## src/rtl/sdh_pkg.sv

```systemverilog
// ----------------------------------------------------------------------------
// sdh_pkg
// Types, phase and status codes and helpers for the SD SPI host engine.
// ----------------------------------------------------------------------------
package sdh_pkg;

	typedef struct packed {
		logic [1:0]  op;
		logic [31:0] lba;
		logic [7:0]  rx_byte;
		logic [7:0]  write_byte;
		logic        card_present;
		logic        bus_error;
	} sdh_in_t;

	typedef struct packed {
		logic [1:0]  action;
		logic [7:0]  tx_byte;
		logic        chip_select;
		logic        slow_clock;
		logic [3:0]  delay_ms;
		logic [7:0]  read_data;
		logic        read_valid;
		logic        write_taken;
		logic [3:0]  status;
		logic        done_res;
		logic [15:0] read_retry_count;
		logic [15:0] reinit_count;
	} sdh_out_t;

	typedef struct packed {
		logic [2:0]  idx;
		logic [19:0] data;
	} sdh_cfg_t;

	localparam logic [2:0] CFG_RESP_POLL = 3'd0;
	localparam logic [2:0] CFG_IDLE_RETRY = 3'd1;
	localparam logic [2:0] CFG_OPC_RETRY = 3'd2;
	localparam logic [2:0] CFG_ILLEGAL = 3'd3;
	localparam logic [2:0] CFG_TOKEN_POLL = 3'd4;
	localparam logic [2:0] CFG_BUSY_POLL = 3'd5;
	localparam logic [2:0] CFG_READ_ATT = 3'd6;
	localparam logic [2:0] CFG_WAKE = 3'd7;

	localparam logic [1:0] OP_READ = 2'd0;
	localparam logic [1:0] OP_WRITE = 2'd1;
	localparam logic [1:0] OP_BYTE = 2'd2;
	localparam logic [1:0] OP_WAIT = 2'd3;

	localparam logic [1:0] ACT_XFER = 2'd0;
	localparam logic [1:0] ACT_WAIT = 2'd1;
	localparam logic [1:0] ACT_DONE = 2'd2;

	localparam logic [4:0] P_IDLE = 5'd0;
	localparam logic [4:0] P_PWR = 5'd1;
	localparam logic [4:0] P_DESEL = 5'd2;
	localparam logic [4:0] P_CLOCKS = 5'd3;
	localparam logic [4:0] P_SETTLE = 5'd4;
	localparam logic [4:0] P_CMD = 5'd5;
	localparam logic [4:0] P_R1 = 5'd6;
	localparam logic [4:0] P_GAP = 5'd7;
	localparam logic [4:0] P_TRAIL = 5'd8;
	localparam logic [4:0] P_TOKEN = 5'd9;
	localparam logic [4:0] P_RDATA = 5'd10;
	localparam logic [4:0] P_RCRC = 5'd11;
	localparam logic [4:0] P_WPRE = 5'd12;
	localparam logic [4:0] P_WDATA = 5'd13;
	localparam logic [4:0] P_WCRC = 5'd14;
	localparam logic [4:0] P_WRESP = 5'd15;
	localparam logic [4:0] P_BUSY = 5'd16;

	localparam logic [2:0] R_CLOCKS = 3'd0;
	localparam logic [2:0] R_CMD0 = 3'd1;
	localparam logic [2:0] R_CMD8 = 3'd2;
	localparam logic [2:0] R_CMD55 = 3'd3;
	localparam logic [2:0] R_CMD41 = 3'd4;
	localparam logic [2:0] R_CMD58 = 3'd5;
	localparam logic [2:0] R_CMD16 = 3'd6;
	localparam logic [2:0] R_END = 3'd7;

	localparam logic [5:0] CMD0 = 6'd0;
	localparam logic [5:0] CMD8 = 6'd8;
	localparam logic [5:0] CMD16 = 6'd16;
	localparam logic [5:0] CMD17 = 6'd17;
	localparam logic [5:0] CMD24 = 6'd24;
	localparam logic [5:0] CMD41 = 6'd41;
	localparam logic [5:0] CMD55 = 6'd55;
	localparam logic [5:0] CMD58 = 6'd58;

	localparam logic [3:0] ST_OK = 4'd0;
	localparam logic [3:0] ST_NOCARD = 4'd1;
	localparam logic [3:0] ST_NORESP = 4'd2;
	localparam logic [3:0] ST_UNUSABLE = 4'd3;
	localparam logic [3:0] ST_NOTREADY = 4'd4;
	localparam logic [3:0] ST_BUS = 4'd5;
	localparam logic [3:0] ST_READREJ = 4'd6;
	localparam logic [3:0] ST_NOTOKEN = 4'd7;
	localparam logic [3:0] ST_CRC = 4'd8;
	localparam logic [3:0] ST_WCMDREJ = 4'd9;
	localparam logic [3:0] ST_DATAREJ = 4'd10;
	localparam logic [3:0] ST_WBUSY = 4'd11;

	localparam logic [15:0] CRC_POLY = 16'h1021;
	localparam logic [31:0] CMD8_ARG = 32'h0000_01AA;
	localparam logic [31:0] HCS_ARG = 32'h4000_0000;

	// CRC-16-CCITT over one byte, MSB first
	function automatic logic [15:0] crc_byte(input logic [15:0] c, input logic [7:0] d);
		logic [15:0] x;
		x = c ^ {d, 8'h00};
		for (int i = 0; i < 8; i++) begin
			x = x[15] ? ((x << 1) ^ CRC_POLY) : (x << 1);
		end
		return x;
	endfunction

	function automatic logic [15:0] sat_inc(input logic [15:0] v);
		return (v == 16'hFFFF) ? v : v + 16'd1;
	endfunction

endpackage

```

## src/rtl/sdh_chan_if.sv

```systemverilog
// ----------------------------------------------------------------------------
// sdh_chan_if
// Valid/ready channel carrying one payload of a chosen type.
// ----------------------------------------------------------------------------
interface sdh_chan_if #(parameter type T = logic) ();
	logic valid;
	logic ready;
	T     data;
	modport source (output valid, output data, input ready);
	modport sink (input valid, input data, output ready);
endinterface

```

## src/rtl/sd_spi_host_engine_unit.sv

```systemverilog
// ----------------------------------------------------------------------------
// sd_spi_host_engine_unit
// SD card SPI-mode host engine, one byte exchange per transfer.
// ----------------------------------------------------------------------------
//  channel | dir | payload
//  in_ch   | in  | op, lba, rx_byte, write_byte, card_present, bus_error
//  out_ch  | out | action, tx_byte, select, rate, delay, read data, status
//  cfg_ch  | in  | register index, write data
//
// One item per cycle unless stalled: the engine state updates per item and
// the result lands in an output register. The input is accepted whenever
// the output register is empty or being drained in the same cycle.
// Reset clears all engine state; no clearing pass.
module sd_spi_host_engine_unit (
	input  logic clk,
	input  logic arst_n,
	sdh_chan_if.sink   in_ch,
	sdh_chan_if.source out_ch,
	sdh_chan_if.sink   cfg_ch
);
	import sdh_pkg::*;

	logic [7:0]  resp_poll, idle_retry;
	logic [11:0] opc_retry;
	logic [3:0]  illegal_lim;
	logic [19:0] token_poll, busy_poll;
	logic [1:0]  read_att;
	logic [5:0]  wake_bytes;
	logic        step, out_vld_q;
	sdh_out_t    res, res_q;

	sdh_cfg_regs u_cfg (
		.clk, .arst_n, .cfg(cfg_ch), .resp_poll, .idle_retry, .opc_retry, .illegal_lim,
		.token_poll, .busy_poll, .read_att, .wake_bytes
	);

	assign in_ch.ready = !out_vld_q || out_ch.ready;
	assign step = in_ch.valid && in_ch.ready;

	sdh_core u_core (
		.clk, .arst_n, .step, .in_d(in_ch.data), .resp_poll, .idle_retry, .opc_retry,
		.illegal_lim, .token_poll, .busy_poll, .read_att, .wake_bytes, .res
	);

	// output register
	always_ff @(posedge clk or negedge arst_n) begin
		if (!arst_n) begin
			out_vld_q <= 1'b0;
		end else if (in_ch.ready) begin
			out_vld_q <= in_ch.valid;
		end
	end

	always_ff @(posedge clk) begin
		if (step) begin
			res_q <= res;
		end
	end

	assign out_ch.valid = out_vld_q;
	assign out_ch.data = res_q;

`ifndef SYNTHESIS
	a_fill: assert property (@(posedge clk) disable iff (!arst_n)
		step |=> out_vld_q)
		else $error("accepted transfer left no result");
	a_done: assert property (@(posedge clk) disable iff (!arst_n)
		(out_vld_q && res_q.done_res) |-> (res_q.action == ACT_DONE))
		else $error("status final outside finished action");
	a_stall: assert property (@(posedge clk) disable iff (!arst_n)
		(out_vld_q && !out_ch.ready) |-> !in_ch.ready)
		else $error("input taken over a held result");
`endif
endmodule

```

## src/rtl/sdh_cfg_regs.sv

```systemverilog
// ----------------------------------------------------------------------------
// sdh_cfg_regs
// Configuration register file; always ready.
// ----------------------------------------------------------------------------
module sdh_cfg_regs (
	input  logic clk,
	input  logic arst_n,
	sdh_chan_if.sink cfg,
	output logic [7:0]  resp_poll,
	output logic [7:0]  idle_retry,
	output logic [11:0] opc_retry,
	output logic [3:0]  illegal_lim,
	output logic [19:0] token_poll,
	output logic [19:0] busy_poll,
	output logic [1:0]  read_att,
	output logic [5:0]  wake_bytes
);
	import sdh_pkg::*;

	assign cfg.ready = 1'b1;

	// register writes
	always_ff @(posedge clk or negedge arst_n) begin
		if (!arst_n) begin
			resp_poll <= 8'd10;
			idle_retry <= 8'd20;
			opc_retry <= 12'd1200;
			illegal_lim <= 4'd8;
			token_poll <= 20'd75000;
			busy_poll <= 20'd240000;
			read_att <= 2'd3;
			wake_bytes <= 6'd12;
		end else if (cfg.valid) begin
			unique case (cfg.data.idx)
				CFG_RESP_POLL: resp_poll <= cfg.data.data[7:0];
				CFG_IDLE_RETRY: idle_retry <= cfg.data.data[7:0];
				CFG_OPC_RETRY: opc_retry <= cfg.data.data[11:0];
				CFG_ILLEGAL: illegal_lim <= cfg.data.data[3:0];
				CFG_TOKEN_POLL: token_poll <= cfg.data.data;
				CFG_BUSY_POLL: busy_poll <= cfg.data.data;
				CFG_READ_ATT: read_att <= cfg.data.data[1:0];
				default: wake_bytes <= cfg.data.data[5:0];
			endcase
		end
	end
endmodule

```

## src/rtl/sdh_core.sv

```systemverilog
// ----------------------------------------------------------------------------
// sdh_core
// Engine state and the per-byte next-state and result logic.
// ----------------------------------------------------------------------------
module sdh_core (
	input  logic clk,
	input  logic arst_n,
	input  logic step,
	input  sdh_pkg::sdh_in_t  in_d,
	input  logic [7:0]  resp_poll,
	input  logic [7:0]  idle_retry,
	input  logic [11:0] opc_retry,
	input  logic [3:0]  illegal_lim,
	input  logic [19:0] token_poll,
	input  logic [19:0] busy_poll,
	input  logic [1:0]  read_att,
	input  logic [5:0]  wake_bytes,
	output sdh_pkg::sdh_out_t res
);
	import sdh_pkg::*;

	logic [4:0]  phase_q, ph;
	logic [19:0] bc_q, bc;
	logic [11:0] rc_q, rc;
	logic [3:0]  ill_q, ill;
	logic        rp_q, rp, init_q, ini, bm_q, bm, v2_q, v2;
	logic [1:0]  ra_q, ra;
	logic [7:0]  lr_q, lr;
	logic [31:0] tr_q, tr, ca_q, ca, lba_q, lb;
	logic [15:0] crc_q, crc, rcrc_q, rcrc, rt_q, rt, it_q, itot;
	logic [2:0]  res_q, rs;
	logic [5:0]  cmd_q, cmd;
	logic [3:0]  pend_q, pend;
	logic        wr_q, wr, bf_q, bf, slow_q, slow;
	logic [7:0]  txl_q, txl;

	// next-state logic; the model's nested calls become flag-driven sections
	always_comb begin
		logic [7:0]  rx, r1v, a8;
		logic        waiting, fin, req_end, begin_i, body, opc_ev, opc_st, c0s, ckdone;
		logic        r1done, tok_ev, cmd16r, r1chk, adv;
		logic [3:0]  st, fst;
		logic [31:0] arg;
		ph = phase_q; bc = bc_q; rc = rc_q; ill = ill_q; rp = rp_q; ini = init_q;
		bm = bm_q; v2 = v2_q; ra = ra_q; lr = lr_q; tr = tr_q; ca = ca_q; lb = lba_q;
		crc = crc_q; rcrc = rcrc_q; rt = rt_q; itot = it_q; rs = res_q; cmd = cmd_q;
		pend = pend_q; wr = wr_q; bf = bf_q; slow = slow_q; txl = txl_q;
		rx = in_d.bus_error ? 8'hFF : in_d.rx_byte;
		r1v = 8'hFF;
		waiting = (phase_q == P_PWR) || (phase_q == P_SETTLE) || (phase_q == P_GAP);
		fin = 1'b0; fst = ST_OK; req_end = 1'b0; st = ST_OK; begin_i = 1'b0;
		body = 1'b0; opc_ev = 1'b0; opc_st = 1'b0; c0s = 1'b0; ckdone = 1'b0;
		r1done = 1'b0; tok_ev = 1'b0; cmd16r = 1'b0; r1chk = 1'b0; adv = 1'b0;
		res = '0;

		if (phase_q == P_IDLE) begin
			if (in_d.op == OP_READ || in_d.op == OP_WRITE) begin
				wr = in_d.op[0]; lb = in_d.lba; ra = 2'd0;
				if (!wr && read_att == 2'd0) begin
					fin = 1'b1; fst = ST_READREJ;
				end else begin
					begin_i = 1'b1;
				end
			end
		end else if ((waiting && in_d.op == OP_WAIT) || (!waiting && in_d.op == OP_BYTE)) begin
			adv = 1'b1;
		end

		if (adv) begin
			if (phase_q != P_DESEL && phase_q != P_CLOCKS && in_d.bus_error) bf = 1'b1;
			case (phase_q)
				P_PWR: begin ph = P_DESEL; bc = '0; rs = R_CLOCKS; end
				P_SETTLE: c0s = 1'b1;
				P_GAP: begin
					rc = rc_q + 12'd1;
					if (rc >= {4'd0, idle_retry}) begin req_end = 1'b1; st = ST_NORESP; end
					else begin cmd = CMD0; ph = P_CMD; bc = '0; end
				end
				P_DESEL: begin
					bc = bc_q + 20'd1;
					if (bc >= 20'd2) begin
						case (rs)
							R_CLOCKS: begin
								ph = P_CLOCKS; bc = '0;
								if (wake_bytes == 6'd0) ckdone = 1'b1;
							end
							R_CMD0: if (lr_q == 8'h01) begin cmd = CMD8; ph = P_CMD; bc = '0; end
								else ph = P_GAP;
							R_CMD8: begin
								if (lr_q == 8'h01) begin
									if (tr_q[11:0] != 12'h1AA) begin
										req_end = 1'b1; st = ST_UNUSABLE;
									end else begin v2 = 1'b1; opc_st = 1'b1; end
								end else if (lr_q[2]) begin v2 = 1'b0; opc_st = 1'b1; end
								else begin req_end = 1'b1; st = ST_UNUSABLE; end
							end
							R_CMD55: begin
								if (bf_q) begin req_end = 1'b1; st = ST_BUS; end
								else if (lr_q != 8'h00 && lr_q != 8'h01) begin
									req_end = 1'b1; st = ST_UNUSABLE;
								end else begin cmd = CMD41; ph = P_CMD; bc = '0; end
							end
							R_CMD41: begin
								if (lr_q == 8'h00 || bf_q) opc_ev = 1'b1;
								else begin
									if (lr_q == 8'h05 && ill_q != 4'd15) ill = ill_q + 4'd1;
									if (lr_q == 8'h05 && (rp_q || ill >= illegal_lim))
										opc_ev = 1'b1;
									else begin
										rc = rc_q + 12'd1;
										if (rc >= opc_retry) opc_ev = 1'b1;
										else begin cmd = CMD55; ph = P_CMD; bc = '0; end
									end
								end
							end
							R_CMD58: begin
								if (lr_q != 8'h00) begin req_end = 1'b1; st = ST_UNUSABLE; end
								else begin bm = tr_q[30]; cmd16r = 1'b1; end
							end
							R_CMD16: if (lr_q != 8'h00) begin req_end = 1'b1; st = ST_UNUSABLE; end
								else begin ini = 1'b1; body = 1'b1; end
							default: begin req_end = 1'b1; st = pend_q; end
						endcase
					end
				end
				P_CLOCKS: begin
					if (in_d.bus_error) begin req_end = 1'b1; st = ST_BUS; end
					else begin
						bc = bc_q + 20'd1;
						if (bc >= {14'd0, wake_bytes}) ckdone = 1'b1;
					end
				end
				P_CMD: begin
					bc = bc_q + 20'd1;
					if (bc >= 20'd7) begin bc = '0; r1chk = 1'b1; end
				end
				P_R1: begin
					if (!rx[7]) begin r1done = 1'b1; r1v = rx; end
					else begin bc = bc_q + 20'd1; r1chk = 1'b1; end
				end
				P_TRAIL: begin
					tr = {tr_q[23:0], rx};
					bc = bc_q + 20'd1;
					if (bc >= 20'd4) begin
						ph = P_DESEL; bc = '0; rs = (cmd_q == CMD8) ? R_CMD8 : R_CMD58;
					end
				end
				P_TOKEN: begin
					lr = rx; bc = bc_q + 20'd1;
					if (rx != 8'hFF || bf || bc >= token_poll) tok_ev = 1'b1;
				end
				P_RDATA: begin
					res.read_data = rx; res.read_valid = 1'b1;
					crc = crc_byte(crc_q, rx);
					bc = bc_q + 20'd1;
					if (bc >= 20'd512) begin ph = P_RCRC; bc = '0; rcrc = '0; end
				end
				P_RCRC: begin
					rcrc = {rcrc_q[7:0], rx};
					bc = bc_q + 20'd1;
					if (bc >= 20'd2) begin
						ph = P_DESEL; bc = '0; rs = R_END;
						pend = bf ? ST_BUS : ((rcrc != crc_q) ? ST_CRC : ST_OK);
					end
				end
				P_WPRE: begin
					bc = bc_q + 20'd1;
					if (bc >= 20'd2) begin ph = P_WDATA; bc = '0; crc = '0; end
				end
				P_WDATA: begin
					crc = crc_byte(crc_q, txl_q);
					bc = bc_q + 20'd1;
					if (bc >= 20'd512) begin ph = P_WCRC; bc = '0; end
				end
				P_WCRC: begin
					bc = bc_q + 20'd1;
					if (bc >= 20'd2) begin
						if (bf) begin ph = P_DESEL; bc = '0; rs = R_END; pend = ST_BUS; end
						else ph = P_WRESP;
					end
				end
				P_WRESP: begin
					lr = rx;
					if ((rx & 8'h1F) != 8'h05) begin
						ph = P_DESEL; bc = '0; rs = R_END; pend = ST_DATAREJ;
					end else begin
						ph = P_BUSY; bc = '0;
						if (busy_poll == 20'd0) begin
							ph = P_DESEL; rs = R_END; pend = bf ? ST_BUS : ST_WBUSY;
						end
					end
				end
				P_BUSY: begin
					if (rx != 8'h00 || bf) begin
						ph = P_DESEL; bc = '0; rs = R_END; pend = bf ? ST_BUS : ST_OK;
					end else begin
						bc = bc_q + 20'd1;
						if (bc >= busy_poll) begin
							ph = P_DESEL; bc = '0; rs = R_END; pend = bf ? ST_BUS : ST_WBUSY;
						end
					end
				end
				default: ;
			endcase
		end

		// R1 poll check
		if (r1chk) begin
			if (bc >= {12'd0, resp_poll} || bf) begin r1done = 1'b1; r1v = 8'hFF; end
			else ph = P_R1;
		end
		// R1 handling
		if (r1done) begin
			lr = r1v;
			case (cmd)
				CMD0: begin ph = P_DESEL; bc = '0; rs = R_CMD0; end
				CMD8, CMD58: begin
					if (r1v == ((cmd == CMD8) ? 8'h01 : 8'h00)) begin
						ph = P_TRAIL; bc = '0; tr = '0;
					end else begin
						ph = P_DESEL; bc = '0; rs = (cmd == CMD8) ? R_CMD8 : R_CMD58;
					end
				end
				CMD55: begin ph = P_DESEL; bc = '0; rs = R_CMD55; end
				CMD41: begin ph = P_DESEL; bc = '0; rs = R_CMD41; end
				CMD16: begin ph = P_DESEL; bc = '0; rs = R_CMD16; end
				CMD17: begin
					if (r1v != 8'h00) begin ph = P_DESEL; bc = '0; rs = R_END; pend = ST_READREJ; end
					else begin
						ph = P_TOKEN; bc = '0; lr = 8'hFF;
						if (token_poll == 20'd0) tok_ev = 1'b1;
					end
				end
				default: begin
					if (r1v != 8'h00) begin ph = P_DESEL; bc = '0; rs = R_END; pend = ST_WCMDREJ; end
					else begin ph = P_WPRE; bc = '0; end
				end
			endcase
		end
		if (tok_ev) begin
			if (bf) begin ph = P_DESEL; bc = '0; rs = R_END; pend = ST_BUS; end
			else if (lr != 8'hFE) begin ph = P_DESEL; bc = '0; rs = R_END; pend = ST_NOTOKEN; end
			else begin ph = P_RDATA; bc = '0; crc = '0; end
		end
		// ACMD41 loop start and evaluation
		if (opc_st) begin
			ill = '0; rc = '0;
			if (opc_retry == 12'd0) opc_ev = 1'b1;
			else begin cmd = CMD55; ph = P_CMD; bc = '0; end
		end
		if (opc_ev) begin
			if (bf) begin req_end = 1'b1; st = ST_BUS; end
			else if (lr == 8'h00) begin
				if (v2) begin cmd = CMD58; ph = P_CMD; bc = '0; end
				else cmd16r = 1'b1;
			end else if (lr == 8'h05 && !rp && ill >= illegal_lim) begin
				rp = 1'b1; ph = P_DESEL; bc = '0; rs = R_CLOCKS;
			end else begin req_end = 1'b1; st = ST_NOTREADY; end
		end
		if (cmd16r) begin
			if (!bm) begin cmd = CMD16; ph = P_CMD; bc = '0; end
			else begin ini = 1'b1; body = 1'b1; end
		end
		if (ckdone) begin
			if (rp) ph = P_SETTLE; else c0s = 1'b1;
		end
		if (c0s) begin
			rc = '0;
			if (idle_retry == 8'd0) begin req_end = 1'b1; st = ST_NORESP; end
			else begin cmd = CMD0; ph = P_CMD; bc = '0; end
		end
		// request end, with read retry
		if (req_end) begin
			if (wr) begin
				if (st != ST_OK && st != ST_NOCARD) ini = 1'b0;
				fin = 1'b1; fst = st;
			end else if (st == ST_OK || st == ST_NOCARD || st == ST_NORESP ||
					st == ST_UNUSABLE || st == ST_NOTREADY) begin
				fin = 1'b1; fst = st;
			end else begin
				rt = sat_inc(rt_q); ini = 1'b0;
				if (ra != 2'd3) ra = ra + 2'd1;
				if (ra < read_att) begin_i = 1'b1;
				else begin fin = 1'b1; fst = st; end
			end
		end
		if (begin_i) begin
			if (!in_d.card_present) begin ini = 1'b0; fin = 1'b1; fst = ST_NOCARD; end
			else if (ini) body = 1'b1;
			else begin
				itot = sat_inc(rt == rt_q ? it_q : it_q);
				bm = 1'b0; bf = 1'b0; slow = 1'b1; rp = 1'b0; ph = P_PWR;
			end
		end
		if (body) begin
			bf = 1'b0;
			ca = bm ? lb : {lb[22:0], 9'd0};
			slow = 1'b0;
			cmd = wr ? CMD24 : CMD17; ph = P_CMD; bc = '0;
		end
		if (fin) ph = P_IDLE;

		// result
		res.action = ACT_XFER;
		res.tx_byte = 8'hFF;
		res.chip_select = 1'b1;
		arg = 32'd0;
		case (cmd)
			CMD8: arg = CMD8_ARG;
			CMD41: arg = v2 ? HCS_ARG : 32'd0;
			CMD16: arg = 32'd512;
			CMD17, CMD24: arg = ca;
			default: arg = 32'd0;
		endcase
		a8 = 8'hFF;
		case (bc[2:0])
			3'd0: a8 = 8'hFF;
			3'd1: a8 = {2'b01, cmd};
			3'd2: a8 = arg[31:24];
			3'd3: a8 = arg[23:16];
			3'd4: a8 = arg[15:8];
			3'd5: a8 = arg[7:0];
			default: a8 = (cmd == CMD0) ? 8'h95 : ((cmd == CMD8) ? 8'h87 : 8'h01);
		endcase
		case (ph)
			P_IDLE: begin res.action = ACT_DONE; res.chip_select = 1'b0; end
			P_PWR, P_SETTLE: begin
				res.action = ACT_WAIT; res.chip_select = 1'b0; res.delay_ms = 4'd10;
			end
			P_GAP: begin res.action = ACT_WAIT; res.chip_select = 1'b0; res.delay_ms = 4'd2; end
			P_DESEL, P_CLOCKS: res.chip_select = 1'b0;
			P_CMD: res.tx_byte = a8;
			P_WPRE: res.tx_byte = (bc == 20'd0) ? 8'hFF : 8'hFE;
			P_WDATA: begin txl = in_d.write_byte; res.tx_byte = txl; res.write_taken = 1'b1; end
			P_WCRC: res.tx_byte = (bc == 20'd0) ? crc[15:8] : crc[7:0];
			default: ;
		endcase
		if (res.action != ACT_XFER) res.tx_byte = 8'hFF;
		res.slow_clock = slow;
		res.status = fin ? fst : ST_OK;
		res.done_res = fin;
		res.read_retry_count = rt;
		res.reinit_count = itot;
	end

	// state registers
	always_ff @(posedge clk or negedge arst_n) begin
		if (!arst_n) begin
			phase_q <= P_IDLE; bc_q <= '0; rc_q <= '0; ill_q <= '0; rp_q <= 1'b0;
			init_q <= 1'b0; bm_q <= 1'b0; v2_q <= 1'b0; ra_q <= '0; lr_q <= 8'hFF;
			tr_q <= '0; ca_q <= '0; lba_q <= '0; crc_q <= '0; rcrc_q <= '0;
			rt_q <= '0; it_q <= '0; res_q <= R_CLOCKS; cmd_q <= CMD0; pend_q <= ST_OK;
			wr_q <= 1'b0; bf_q <= 1'b0; slow_q <= 1'b1; txl_q <= '0;
		end else if (step) begin
			phase_q <= ph; bc_q <= bc; rc_q <= rc; ill_q <= ill; rp_q <= rp;
			init_q <= ini; bm_q <= bm; v2_q <= v2; ra_q <= ra; lr_q <= lr;
			tr_q <= tr; ca_q <= ca; lba_q <= lb; crc_q <= crc; rcrc_q <= rcrc;
			rt_q <= rt; it_q <= itot; res_q <= rs; cmd_q <= cmd; pend_q <= pend;
			wr_q <= wr; bf_q <= bf; slow_q <= slow; txl_q <= txl;
		end
	end
endmodule

```

## src/flat_wrapper.sv

```systemverilog
// flat-port wrapper written by rule: the top's interface ports become plain ports
module sd_spi_host_engine_unit_flat import sdh_pkg::*;
  (clk, arst_n, in_ch_valid, in_ch_data, in_ch_ready, out_ch_valid, out_ch_data, out_ch_ready, cfg_ch_valid, cfg_ch_data, cfg_ch_ready);
  sdh_chan_if #(.T(sdh_in_t)) in_ch_i ();
  sdh_chan_if #(.T(sdh_out_t)) out_ch_i ();
  sdh_chan_if #(.T(sdh_cfg_t)) cfg_ch_i ();
  input  logic clk;
  input  logic arst_n;
  input wire logic [$bits(in_ch_i.valid)-1:0] in_ch_valid;
  input wire logic [$bits(in_ch_i.data)-1:0] in_ch_data;
  output wire logic [$bits(in_ch_i.ready)-1:0] in_ch_ready;
  output wire logic [$bits(out_ch_i.valid)-1:0] out_ch_valid;
  output wire logic [$bits(out_ch_i.data)-1:0] out_ch_data;
  input wire logic [$bits(out_ch_i.ready)-1:0] out_ch_ready;
  input wire logic [$bits(cfg_ch_i.valid)-1:0] cfg_ch_valid;
  input wire logic [$bits(cfg_ch_i.data)-1:0] cfg_ch_data;
  output wire logic [$bits(cfg_ch_i.ready)-1:0] cfg_ch_ready;
  assign in_ch_i.valid = in_ch_valid;
  assign in_ch_i.data = in_ch_data;
  assign in_ch_ready = in_ch_i.ready;
  assign out_ch_valid = out_ch_i.valid;
  assign out_ch_data = out_ch_i.data;
  assign out_ch_i.ready = out_ch_ready;
  assign cfg_ch_i.valid = cfg_ch_valid;
  assign cfg_ch_i.data = cfg_ch_data;
  assign cfg_ch_ready = cfg_ch_i.ready;
  sd_spi_host_engine_unit u_core (.clk(clk), .arst_n(arst_n), .in_ch(in_ch_i), .out_ch(out_ch_i), .cfg_ch(cfg_ch_i));
endmodule
```

## config.mk

```make
export PLATFORM = sky130hd
export DESIGN_NAME = sd_spi_host_engine_unit_flat
export DESIGN_NICKNAME = d
export VERILOG_FILES = /design/src/rtl/sdh_pkg.sv /design/src/rtl/sdh_chan_if.sv /design/src/rtl/sd_spi_host_engine_unit.sv /design/src/rtl/sdh_cfg_regs.sv /design/src/rtl/sdh_core.sv /design/src/flat_wrapper.sv
export SDC_FILE = /design/constraint.sdc
export NUM_CORES = 1
export LEC_CHECK = 0
export BUFFER_PORTS_ARGS = -buffer_cell sky130_fd_sc_hd__buf_2
export CORE_UTILIZATION = 60
export CTS_CLUSTER_SIZE = 12
export DETAILED_ROUTE_END_ITERATION = 12
export PLACE_DENSITY = 0.77
export SYNTH_ARGS = -nofsm -noshare
export SYNTH_HDL_FRONTEND = slang
export SYNTH_SLANG_ARGS = --single-unit
```

## constraint.sdc

```tcl
create_clock -name clk -period 25.4 [get_ports clk]
set_input_delay 5.08 -clock clk [delete_from_list [all_inputs] [get_ports clk]]
set_output_delay 5.08 -clock clk [all_outputs]
set_load 0.01 [all_outputs]
```

==> impl_metrics.ini, run 1 <==
[detailed_routing]
viasPerCell = 6.748
first_pass_iters = 6
drt_iter0_markers = 2652
wl_per_cell_um = 23.94
routed_wl_mm = 81.16
vias = 22880
postRouteAntennaNets = 0
route.detailed.drc = 0

[floorplan]
core-area_um2 = 39100
ioPinCount = 146
die_h_um = 202.1
num_rows = 72
die_area_um2 = 40860
dieWidth_um = 202.1
initial_core_util_pct = 61.47

[timing]
setup_viol = 0
slew_violations = 0
clock_skew_ps = 27.06
rsz0062_at_grt = no
worst_slew_pin_slew_ps = 1285
fin_crit_ps = 13220
fmax_mhz = 75.65
period_share_pct = 52.04
final_hold_viol_count = 0
slew_headroom_pct = 13.42
totalNegativeSetupSlack_ps = 0

[pwr]
internal_power_w = 0.001173
pwr-share-seq_pct = 41.0
peakVddDrop_mv = 0.06526
p_sw_w = 0.0006013
power_frac_clock_pct = 32.8
p_per_area_nw_per_um2 = 67.14
power_leakage_nw = 11.49
swShare_pct = 33.90
p_comb_share_pct = 26.3

[clock_tree]
postCtsSetupBuffers = 0
clockBufferDepth = 3
clkLatencyLatePin_ps = 570
cts_buffers = 40
post_cts_resized = 0
cts_tree = built
cts.sinks = 356
cts.reportedPaths.clkPinSlew_ps = 60
hold_buffers = 0
htree_levels = 2
cts_root_buf = clkbuf_16

[placement]
numPortBuffers = 142
gp_congestion = 1.031
dp_cells = 3318
hpwl_mm = 60.27

[grt]
grt_overflow_total = 0
track_usage_pct = 39.68
antenna_found_initial = 4
grt_pass1_wl_mm = 126.3
grt_start_max_net_pins = 105
first_global_vias = 22090

[synth]
ys_async_sr_fraction_pct = 82.87
synth.area.top_cells = dfrtp_1, nand2_1, edfxtp_1
ys_seq_area_share_pct = 38.53
synthFlopType = dfrtp_1
synth_area_per_cell_um2 = 8.705
synth_top_area_share_pct = 26.86
synthCells = 2761
yosys.area.top_type = dfrtp_1
synthesis.area_um2 = 24030
synth-seq-cells = 356
ys_types = 115
yosys_warnings = 0
synth_edf_count = 61

[setup_path]
critPathMaxFanout = 12
end_kind = flip-flop
critical_path_class = in2reg
crit_arrival_ps = 13510
required_ps = 25690
startpoint_type = primary input

[layout]
mostFrequentLayoutCells = nand2_1, dfrtp_1, o21ai_0
fill_cells = 3169
final_common_cell = nand2_1
instances_no_fill = 3390
nets = 3011
synthToLayoutAreaGrowth_pct = 9.943
drive_above_1_share_pct = 15.92

[worst_hold_path]
hold_path_class = reg2reg

[outcome]
status = finished, final reports clean

[flow_run]
drv_cap = 0
==> power by group through the flow <==
stage               combinational (W)  sequential [W]  clock, W
finish                       0.000466        0.000727  0.000581
global route                 0.000503        0.000733  0.000607
CTS                          0.000454        0.000724  0.000585
detailed placement           0.000451        0.000733         0
global placement             0.000437        0.000729         0
floorplan                    0.000312        0.000709         0
==> worst max-delay path, stage by stage <==
cell,delay [ps]
buf_2,130
or3_1,410
nor4_1,510
nand3_1,420
o41ai_1,490
nor3_2,120
a31o_2,350
o21ai_0,200
buf_4,230
inv_1,130
ha_1,320
nand2b_1,140
a211oi_1,210
o21ai_0,130
a21oi_1,160
nor2b_1,60
a2111oi_0,360
nand3_1,120
and4bb_1,620
o21ai_1,410
nor3_1,320
nor2_1,150
a211oi_1,660
o211ai_1,440
nor2b_1,620
a211oi_2,150
or4_1,540
==> logic make-up after synthesis <==
kind of cell / after synthesis / share of synthesized area (%)
DFF: 356 / 38.53
xor gates and xnor gates: 135 / 4.920
muxes: 108 / 4.961
adders and majority gates: 89 / 4.633
buffers and inverters: 263 / 4.435
other: 2 / 0.03125
AOI/OAI and AO/OA: 672 / 19.37
and+or+nand+nor: 1136 / 23.12
==> cell usage after synthesis, types with 12 or more instances <==
library cell / count
a211oi_1: 22
a21o_1: 19
a21oi_1: 113
a221o_1: 26
a22o_1: 26
a22oi_1: 16
a31oi_1: 28
a32o_1: 13
and2_1: 18
and3_1: 27
buf_2: 27
clkbuf_1: 99
dfrtp_1: 258
dfstp_2: 37
edfxtp_1: 61
ha_1: 89
inv_1: 114
mux2_2: 89
mux2i_1: 19
nand2_1: 489
nand2b_1: 31
nand3_1: 93
nand4_1: 51
nor2_1: 183
nor2b_1: 15
nor3_1: 59
nor3b_1: 12
nor4_1: 45
o211ai_1: 12
o21a_1: 19
o21ai_0: 190
o22ai_1: 13
o31ai_1: 31
or2_2: 13
or3_1: 21
xnor2_1: 93
xor2_1: 42
==> cell type report <==
class,count,area [um2],area share [%]
antenna,2,5.005,0.01894
clock buffer,59,1175,4.446
clock inverter,11,113.9,0.4309
inverter,116,437.9,1.657
multi-input combinational,2143,13740,52.00
sequential,356,9260,35.04
tap,518,648.1,2.453
timing repair buffer,185,1044,3.949
==> path summary, 6_finish.rpt <==
path | cells past startpoint | start | to | slack (ps)
worst max-delay path | 27 | in_ch_data[12] | u_core.out_ch.data[54] | 12180
min in group asynchronous | 1 | arst_n | u_core.u_core.rt_q[1] | 4550
worst min-delay path | 2 | u_core.u_core.lr_q[6] | u_core.u_core.lr_q[6] | 490
worst min register to register | 2 | u_core.u_core.lr_q[6] | u_core.u_core.lr_q[6] | 490
worst max register to register | 33 | u_core.u_core.bc_q[0] | u_core.out_ch.data[54] | 14740
max in group asynchronous | 2 | arst_n | u_core.u_core.tr_q[14] | 19350
==> sequential cells by signal, summed over array words and instances (netlist names), 15 cells and up <==
register                 flops
u_core.out_ch.data          61
u_core.u_core.ca_q          32
u_core.u_core.lba_q         32
u_core.u_cfg.busy_poll      20
u_core.u_cfg.token_poll     20
u_core.u_core.bc_q          20
u_core.u_core.crc_q         16
u_core.u_core.it_q          16
u_core.u_core.rt_q          16
u_core.u_core.tr_q          15
==> through the flow <==
stage          hold slack (ps)  setup WS (ps)  power, W  instance area, um2  util [%]
6_report                 486.3          12180  0.001774               26420     67.59
5_1_grt                  510.1          11610  0.001843               26420     67.58
4_1_cts                  484.8          12440  0.001763               26420     67.57
3_5_place_dp             475.0          11870  0.001183               25130     64.28
3_3_place_gp             463.4          12120  0.001166               25130     64.28
2_1_floorplan            442.3          13630  0.001021               24040         -
==> per-layer routing <==
metal	track usage [%]	vias up	share of wire, %
met5	0	-	0.017
met4	17.75	2	4.8
met3	7.514	286	9.6
met2	63.05	1304	45
met1	52.79	11070	40
li1	-	10210	-
Note: power is estimated with default switching activity, not from simulation.
==> run 2: changes to the inputs <==
--- a/config.mk
+++ b/config.mk
@@ -5,11 +5,12 @@
 export SDC_FILE = /design/constraint.sdc
 export NUM_CORES = 1
 export LEC_CHECK = 0
+export ABC_AREA = 1
 export BUFFER_PORTS_ARGS = -buffer_cell sky130_fd_sc_hd__buf_2
-export CORE_UTILIZATION = 60
+export CORE_UTILIZATION = 57
 export CTS_CLUSTER_SIZE = 12
 export DETAILED_ROUTE_END_ITERATION = 12
-export PLACE_DENSITY = 0.77
+export PLACE_DENSITY = 0.76
 export SYNTH_ARGS = -nofsm -noshare
 export SYNTH_HDL_FRONTEND = slang
 export SYNTH_SLANG_ARGS = --single-unit
==> constraint.sdc (replaced) <==
create_clock -name clk -period 10.85 [get_ports clk]
set_input_delay 2.17 -clock clk [delete_from_list [all_inputs] [get_ports clk]]
set_output_delay 2.17 -clock clk [all_outputs]
set_load 0.01 [all_outputs]
==> run 2 against run 1 <==
Against the previous run: clock skew down 6.9 ps; sequential power rose to 2.8 times the previous value; routed wire length grew 7.8%; synthesized cell count increased by 26%; non-clock buffer count shrank 22; first-iteration DRC count is 16% higher; sequential share of layout area is 1.2 points lower; cell area grew 3.5%.
==> impl_metrics.ini, run 2 <==
[clock_tree]
cts.sinks = 356
htree_levels = 2
cts_root_buf = clkbuf_16
clkLatencyLatePin_ps = 570
cts_tree = built
cts_buffers = 42
postCtsSetupBuffers = 0
post_cts_resized = 0
hold_buffers = 0
cts.reportedPaths.clkPinSlew_ps = 60
clockBufferDepth = 3

[timing]
totalNegativeSetupSlack_ps = 0
fmax_mhz = 103.7
rsz0062_at_grt = no
final_hold_viol_count = 0
period_share_pct = 88.84
slew_headroom_pct = 20.93
clock_skew_ps = 20.16
worst_slew_pin_slew_ps = 1183
fin_crit_ps = 9639
slew_violations = 0
setup_viol = 0

[synth]
synth_top_area_share_pct = 25.92
ys_types = 74
ys_async_sr_fraction_pct = 82.87
synthesis.area_um2 = 24910
synth_area_per_cell_um2 = 7.174
yosys.area.top_type = dfrtp_1
synthCells = 3472
yosys_warnings = 0
synthFlopType = dfrtp_1
ys_seq_area_share_pct = 37.18
synth-seq-cells = 356
yosysMostFrequentCell = nand2_1
synth_top_cells_by_count = nand2_1, inv_1, o21ai_0
synth_edf_count = 61
synth.area.top_cells = dfrtp_1, nand2_1, o21ai_0

[grt]
grt_overflow_total = 0
grt_start_max_net_pins = 173
first_global_vias = 23750
track_usage_pct = 39.04
grt_pass1_wl_mm = 133.7
antenna_found_initial = 1

[floorplan]
die_h_um = 211.0
ioPinCount = 146
num_rows = 76
core-area_um2 = 43080
initial_core_util_pct = 57.83
dieWidth_um = 211.0
die_area_um2 = 44540

[detailed_routing]
viasPerCell = 6.085
wl_per_cell_um = 20.91
routed_wl_mm = 87.46
postRouteAntennaNets = 0
route.detailed.drc = 0
drt_iter0_markers = 3082
vias = 25450
first_pass_iters = 6

[setup_path]
required_ps = 11180
end_kind = flip-flop
startpoint_type = flip-flop
critPathSlowestCell = nand2_4
crit_arrival_ps = 9970
crit_top_cell = nand2_1
slowest_delay_ps = 570
critPathMaxFanout = 71
critical_path_class = reg2reg

[layout]
final-seq-area_um2 = 9260
final_common_cell = nand2_1
mostFrequentLayoutCells = nand2_1, inv_1, o21ai_0
nets = 3736
num_antenna_cells = 0
largest_reg_flops = 61
synthToLayoutAreaGrowth_pct = 9.830
drive_above_1_share_pct = 11.65
fill_cells = 3821
final_util_pct = 63.51
multi_input_area_um2 = 13150

[pwr]
power_leakage_nw = 13.21
p_per_area_nw_per_um2 = 243.1
peakVddDrop_mv = 0.1725

[outcome]
status = finished, final reports clean

[placement]
numPortBuffers = 142
gp_congestion = 1.139
hpwl_mm = 66.52

[worst_hold_path]
hold_path_class = reg2reg

[flow_run]
drv_cap = 0
[run 2: report_power, final]
group,internal [W],leakage (nW),total (W),switching [W]
logic,0.000944,8.27,0.00315,0.00221
registers,0.00176,4.28,0.00207,0.000311
clock network,0.000841,0.662,0.00143,0.000587
total,0.00354,13.2,0.00665,0.00311
[run 2: worst paths after layout]
path,from,to,slack (ps),depth (start not counted)
setup / recovery,u_core.u_core.rc_q[0],u_core.out_ch.data[53],1210,55
min in group asynchronous,arst_n,u_core.u_core.tr_q[14],1570,1
hold reg to reg,u_core.u_cfg.token_poll[1],u_core.u_cfg.token_poll[1],480,2
max in group asynchronous,arst_n,u_core.u_core.lba_q[31],7750,2
setup reg to reg,u_core.u_core.rc_q[0],u_core.out_ch.data[53],1210,55
hold / removal,u_core.u_cfg.token_poll[1],u_core.u_cfg.token_poll[1],480,2
[run 2: critical path: cells and delay by family (launching register included)]
kind	cells	cell delay (ps)
AND/OR/NAND/NOR	40	5570
adder cells (fa/ha/maj)	3	840
AO/OA/AOI/OAI	10	1970
flip-flops	1	550
buffers and inverters	1	120
XOR/XNOR	1	320
[run 2: cells by family after synthesis]
family                     share of synthesized area (%)
AOI/OAI and AO/OA                                  15.42
adders and majority gates                          4.471
and+or+nand+nor                                    29.69
xor gates and xnor gates                           2.602
muxes                                             0.4621
DFF                                                37.18
other                                            0.03015
buffers and inverters                              10.15
[run 2: per-stage QoR]
stage	instance area, um2	total power (W)	std cells	hold slack (ps)	setup WS [ps]
final	27360	0.006650	4183	485.0	1211
after global routing	27360	0.007057	4183	506.1	400.6
after CTS	27360	0.006549	4183	488.9	1535
after detailed placement	25990	0.005107	4108	475.4	977.9
after global placement	25990	0.005015	4108	469.4	1262
after floorplan	24910	0.004128	3473	447.9	3159
[run 2: area by class of cell]
cell class,instances,area share [%]
multi-input cells,2481,48.05
flip-flops and latches,356,33.85
clock buffers,59,4.372
well taps,585,2.676
clock inverters,16,0.6266
inverters,523,7.217
repair buffers,163,3.211
[run 2: routing by layer]
| metal | wire (um) | track usage (%) | vias to the layer above |
|---|---|---|---|
| met3 | 8581 | 7.374 | 254 |
| met1 | 35440 | 52.20 | 12090 |
| met2 | 39180 | 61.34 | 1416 |
| met5 | 8 | 0 | - |
| li1 | - | - | 11690 |
| met4 | 4243 | 17.82 | 2 |
